File: config.mk
export PLATFORM = sky130hd
export DESIGN_NAME = ogru_to_cell
export DESIGN_NICKNAME = d
export VERILOG_FILES = /design/src/rtl/core/occupancy_grid_ray_update_defines.svh /design/src/rtl/core/ogru_pkg.sv /design/src/rtl/core/ogru_to_cell.sv
export SDC_FILE = /design/constraint.sdc
export NUM_CORES = 2
export LEC_CHECK = 0
export BUFFER_PORTS_ARGS = -buffer_cell sky130_fd_sc_hd__clkbuf_2
export CAP_MARGIN = 10
export CORE_UTILIZATION = 60
export CTS_CLUSTER_DIAMETER = 50
export CTS_CLUSTER_SIZE = 14
export DETAILED_ROUTE_END_ITERATION = 10
export GPL_TIMING_DRIVEN = 1
export PLACE_DENSITY = 0.85
export SYNTH_ARGS = -nofsm -noshare
export SYNTH_HDL_FRONTEND = slang
export SYNTH_SLANG_ARGS = --single-unit
File: constraint.sdc
create_clock -name clk -period 9.8 [get_ports clk]
set_clock_uncertainty 0.05 [all_clocks]
set_input_delay 1.47 -clock clk [delete_from_list [all_inputs] [get_ports clk]]
set_output_delay 1.47 -clock clk [all_outputs]
set_load 0.01 [all_outputs]
File: src/rtl/core/occupancy_grid_ray_update_defines.svh
// Assertion macros shared by the occupancy grid ray update RTL.
`ifndef OCCUPANCY_GRID_RAY_UPDATE_DEFINES_SVH
`define OCCUPANCY_GRID_RAY_UPDATE_DEFINES_SVH

`ifndef SYNTHESIS
// Checks that cons holds in the same cycle whenever ante holds.
`define OGRU_ASSERT_IMP(label, ante, cons, msg) \
	label: assert property (@(posedge clk) disable iff (!arst_n) (ante) |-> (cons)) \
		else $error(msg);
// Checks that cons holds in the cycle after ante holds.
`define OGRU_ASSERT_NXT(label, ante, cons, msg) \
	label: assert property (@(posedge clk) disable iff (!arst_n) (ante) |=> (cons)) \
		else $error(msg);
`else
`define OGRU_ASSERT_IMP(label, ante, cons, msg)
`define OGRU_ASSERT_NXT(label, ante, cons, msg)
`endif

`endif

File: src/rtl/core/ogru_pkg.sv
// Types and constants shared by the occupancy grid ray update modules.
package ogru_pkg;

	localparam int COORD_W = 32;
	localparam int DIFF_W  = 33;
	localparam int SCALE_W = 16;
	localparam int PROD_W  = 50;
	localparam int FRAC_W  = 24;
	localparam int Q_W     = 25;
	localparam int XW      = 26;
	localparam int ERR_W   = 28;
	localparam int CELL_W  = 7;
	localparam int LIMIT_W = 7;
	localparam int STEP_W  = 4;
	localparam int CNT_W   = 8;
	localparam int IDX_W   = 3;

	localparam logic [CELL_W-1:0]  CELL_MAX = 7'd127;
	localparam logic [CNT_W-1:0]   CNT_MAX  = 8'hFF;

	localparam logic [SCALE_W-1:0] SCALE_RESET = 16'd2560;
	localparam logic [LIMIT_W-1:0] LIMIT_RESET = 7'd100;
	localparam logic [STEP_W-1:0]  STEP_RESET  = 4'd10;

	localparam logic [IDX_W-1:0] REG_ORIGIN_X       = 3'd0;
	localparam logic [IDX_W-1:0] REG_ORIGIN_Y       = 3'd1;
	localparam logic [IDX_W-1:0] REG_CELLS_PER_UNIT = 3'd2;
	localparam logic [IDX_W-1:0] REG_OCCUPIED_LIMIT = 3'd3;
	localparam logic [IDX_W-1:0] REG_HIT_STEP       = 3'd4;

	localparam logic MODE_UPDATE = 1'b0;
	localparam logic MODE_READ   = 1'b1;

	typedef enum logic [3:0] {
		ST_CLEAR,
		ST_IDLE,
		ST_CONV1,
		ST_CONV2,
		ST_CONV3,
		ST_SETUP,
		ST_ERR,
		ST_WALK,
		ST_HIT,
		ST_READ_RD,
		ST_READ_DATA,
		ST_DONE
	} walk_state_t;

	typedef struct packed {
		logic [LIMIT_W-1:0] limit;
		logic [STEP_W-1:0]  step;
	} hit_cfg_t;

	typedef struct packed {
		logic [CNT_W-1:0]  cells_freed;
		logic [CELL_W-1:0] cell_value;
		logic              end_in_map;
		logic [7:0]        end_col;
		logic [7:0]        end_row;
	} result_t;

endpackage

File: src/rtl/core/ogru_to_cell.sv
// Three-stage conversion of a Q16.16 world coordinate to a signed cell offset.
module ogru_to_cell (
	input  logic                                clk,
	input  logic signed [ogru_pkg::COORD_W-1:0] target,
	input  logic signed [ogru_pkg::COORD_W-1:0] origin,
	input  logic        [ogru_pkg::SCALE_W-1:0] scale,
	output logic signed [ogru_pkg::Q_W-1:0]     cell_ofs
);

	logic signed [ogru_pkg::DIFF_W-1:0] diff_s1;
	logic signed [ogru_pkg::PROD_W-1:0] prod_s2;
	logic signed [ogru_pkg::Q_W-1:0]    cell_s3;
	logic signed [ogru_pkg::PROD_W-1:0] diff_ext;
	logic signed [ogru_pkg::PROD_W-1:0] scale_ext;
	logic signed [ogru_pkg::PROD_W-1:0] bias;
	logic signed [ogru_pkg::PROD_W-1:0] biased;

	assign diff_ext  = ogru_pkg::PROD_W'(diff_s1);
	assign scale_ext = $signed({{(ogru_pkg::PROD_W - ogru_pkg::SCALE_W){1'b0}}, scale});

	// A negative product is biased so that the arithmetic shift truncates toward zero.
	assign bias   = prod_s2[ogru_pkg::PROD_W-1] ?
		ogru_pkg::PROD_W'((64'd1 << ogru_pkg::FRAC_W) - 64'd1) : '0;
	assign biased = prod_s2 + bias;

	always_ff @(posedge clk) begin
		diff_s1 <= {target[ogru_pkg::COORD_W-1], target} - {origin[ogru_pkg::COORD_W-1], origin};
		prod_s2 <= diff_ext * scale_ext;
		cell_s3 <= biased[ogru_pkg::FRAC_W+ogru_pkg::Q_W-1:ogru_pkg::FRAC_W];
	end

	assign cell_ofs = cell_s3;

endmodule

==> reports/qor.yml <==
run_status: "finished, final reports clean"
r2r-end: "prod_s2[42]$_DFF_P_"
critical_path_class: "input port to flip-flop"
post_drt_wl_per_cell_um: 17.9
ant_nets: 0
worst_hold_path_type: "flip-flop to flip-flop"
ys_seq_elements: 108
clock-sinks: 108
hold_viol_final: 0
fp.dieW_um: 198
tightest_slew_ns: 1.02
ff2ff_setup_slack_ns: 2.30
whs_path_depth: 1
critical-path-max-stage-delay_ns: 0.53
track_usage_pct: 31.0
drv_slew: 0
startpoint_type: "input port"
core_area_mm2: 0.0378
async_flop_share_pct: 0
critPathCaptureType: "flip-flop"
reg2regPathDepth: 23
netlist-cell-type-count: 57
avgSynthCellArea_um2: 8.95
syn_inst: 2574
grt-ovfl-total: 0
seq_area_mm2: 0.00216
syn_to_final_growth_pct: 5.03
synth_area_leader_cell: "fa_1"
insertion_delay_ns: 0.40
drt_iter0_drc: 1227
path_depth: 23
vias: 17400
ios: 106
dieArea_mm2: 0.0392
reg2reg_from: "diff_s1[6]$_DFF_P_"
cts_resized: 0
post_cts_buffers: 0
synth-edff-count: 0
antenna_cells: 0
numCtsBuffers: 9
multi_input_area_mm2: 0.0180
worstPathMaxFanout: 33
path_common_cell: "fa_1"
required_ns: 10.03
yosysTopAreaCellShare_pct: 43.8
antenna_found_initial: 0
holdPathEnd: "cell_ofs[24]$_DFF_P_"
critPathSlowestCell: "fa_1"
netlist_area_mm2: 0.0230
gp_congestion: 0.941
dr.pass1.iters: 5
yosysSeqAreaShare_pct: 9.39
min_from: "prod_s2[48]$_DFF_P_"
clk_pin_slew_ns: 0.08
fin_crit_sh_pct: 85.5
crit_family: "adder cells"
syn_nets: 3333
ctsHtreeMaxLevel: 3
cp.arrival_ns: 8.60
relSlewSlack_pct: 32.2
clockRootBuffer: "clkbuf_16"
setup_tns_ns: 0
nFillCells: 3050
wl_um: 55800
clockBufferDepth: 2
std_cell_rows: 71
drc_errors: 0
ctsHoldBuffers: 0
finalNetCount: 3366
cts_tree: "done"
drive_gt1_share_pct: 5.47
grt_max_degree: 34
fmax_mhz: 119
grt_pass1_vias: 19400
rsz0062_at_grt: "false"
start_util_pct: 61.0
crit_chain: "clkbuf_2, and2_1, fa_1, inv_1, fa_1, fa_1, inv_1, fa_1, fa_1, inv_1, fa_1, inv_1, ha_1, a21o_1, a211oi_1, nand2_1, a21oi_1, o21ai_0, a31oi_1, o22ai_1, and3_1, o41ai_1, xnor2_1"
vias_per_cell: 5.56
period_needed_ns: 8.38
ys_warn_count: 0
maxCapViolCount: 0
grt_pass1_wl_um: 93800
dp_hpwl_um: 44200
numPortBuffers: 105
setup_viol: 0
ys_top_cells_by_area: "fa_1 44%, inv_1 11%, ha_1 9.5%"
cp_num_buf_inv: 5
synth_ff_type: "dfxtp_1"
fp.dieH_um: 198
-- worst max path at each step --
stage | startpoint | to | slack [ns]
finish | scale[5] | prod_s2[49]$_DFF_P_ | 1.42
global route | scale[5] | prod_s2[49]$_DFF_P_ | 1.19
CTS | scale[2] | prod_s2[42]$_DFF_P_ | 1.54
detailed placement | scale[2] | prod_s2[49]$_DFF_P_ | 1.14
global placement | scale[5] | prod_s2[49]$_DFF_P_ | 1.36
floorplan | scale[9] | prod_s2[48]$_DFF_P_ | 2.18
-- synthesized netlist by cell type (all sizes together) (3+ instances only) --
cell       n
inv      667
fa       504
nand2    373
and2     199
ha       174
dfxtp    108
clkbuf    89
xnor2     75
a21oi     71
a21o      45
nor2      45
o21ai     33
nand3     24
xor2      24
nand4     20
nand2b    11
o21bai    11
and3      10
nor2b     10
o21a      10
a211oi     9
a31oi      7
nor3       7
a2111oi    4
a21boi     4
a221oi     3
o211ai     3
o221ai     3
o31ai      3
or3        3
-- area by class of cell --
cell class	instances	share of cell area, %
clock buffer	11	1.00
sequential	108	8.94
clock inverter	5	0.171
inverter	667	10.3
tap	511	2.64
timing repair buffer	111	2.36
multi-input combinational	1710	74.5
-- layer usage --
| metal | vias to the layer above | global-route usage, % | wire, um |
|---|---|---|---|
| met1 | 8672 | 37.8 | 21300 |
| li1 | 7621 | - | - |
| met3 | 180 | 6.78 | 5190 |
| met2 | 881 | 53.1 | 27100 |
| met4 | 0 | 13.4 | 2200 |
| met5 | - | 0 | 0 |
-- placed cells by master, fill, tap and decap left out, types with 3 or more instances in the layout --
master and n:
inv_1 667, fa_1 504, nand2_1 373, and2_1 199, ha_1 174, dfxtp_1 108
clkbuf_2 105, xnor2_1 75, a21oi_1 71, nor2_1 45, a21o_1 44, o21ai_0 31
nand3_1 24, xor2_1 24, nand4_1 20, nand2b_1 11, o21bai_1 11, o21a_1 10
and3_1 10, a211oi_1 9, nor2b_1 9, clkbuf_16 9, nor3_1 7, a31oi_1 7
buf_4 6, a21boi_0 4, o211ai_1 3, or3_1 3, a221oi_1 3, inv_6 3
-- flip-flops by register name (all words and copies together), names as in the netlist --
name,flops
prod_s2,50
diff_s1,33
cell_ofs,25
-- cell families after synthesis --
family                   count (synthesis)  synth area share (%)
XOR/XNOR                                99                  3.76
flip-flops                             108                  9.39
buffers and inverters                  756                  12.3
adder cells (fa/ha/maj)                678                  53.2
AO/OA/AOI/OAI                          225                  6.71
AND/OR/NAND/NOR                        708                  14.6
-- stage by stage --
stage               area [um2]  instances  hold slack (ns)  utilization, %  worst slack (ns)
floorplan                23000       2574            0.363               -              2.18
finish                   24200       3123            0.403            64.1              1.42
detailed placement       23900       3107            0.392            63.3              1.14
global placement         23900       3107            0.386            63.3              1.36
global route             24200       3123            0.417            64.1              1.19
CTS                      24200       3123            0.406            64.1              1.54
Power is not shown: default switching activity piles up to over one toggle a cycle in this logic, so the estimate is an artifact.
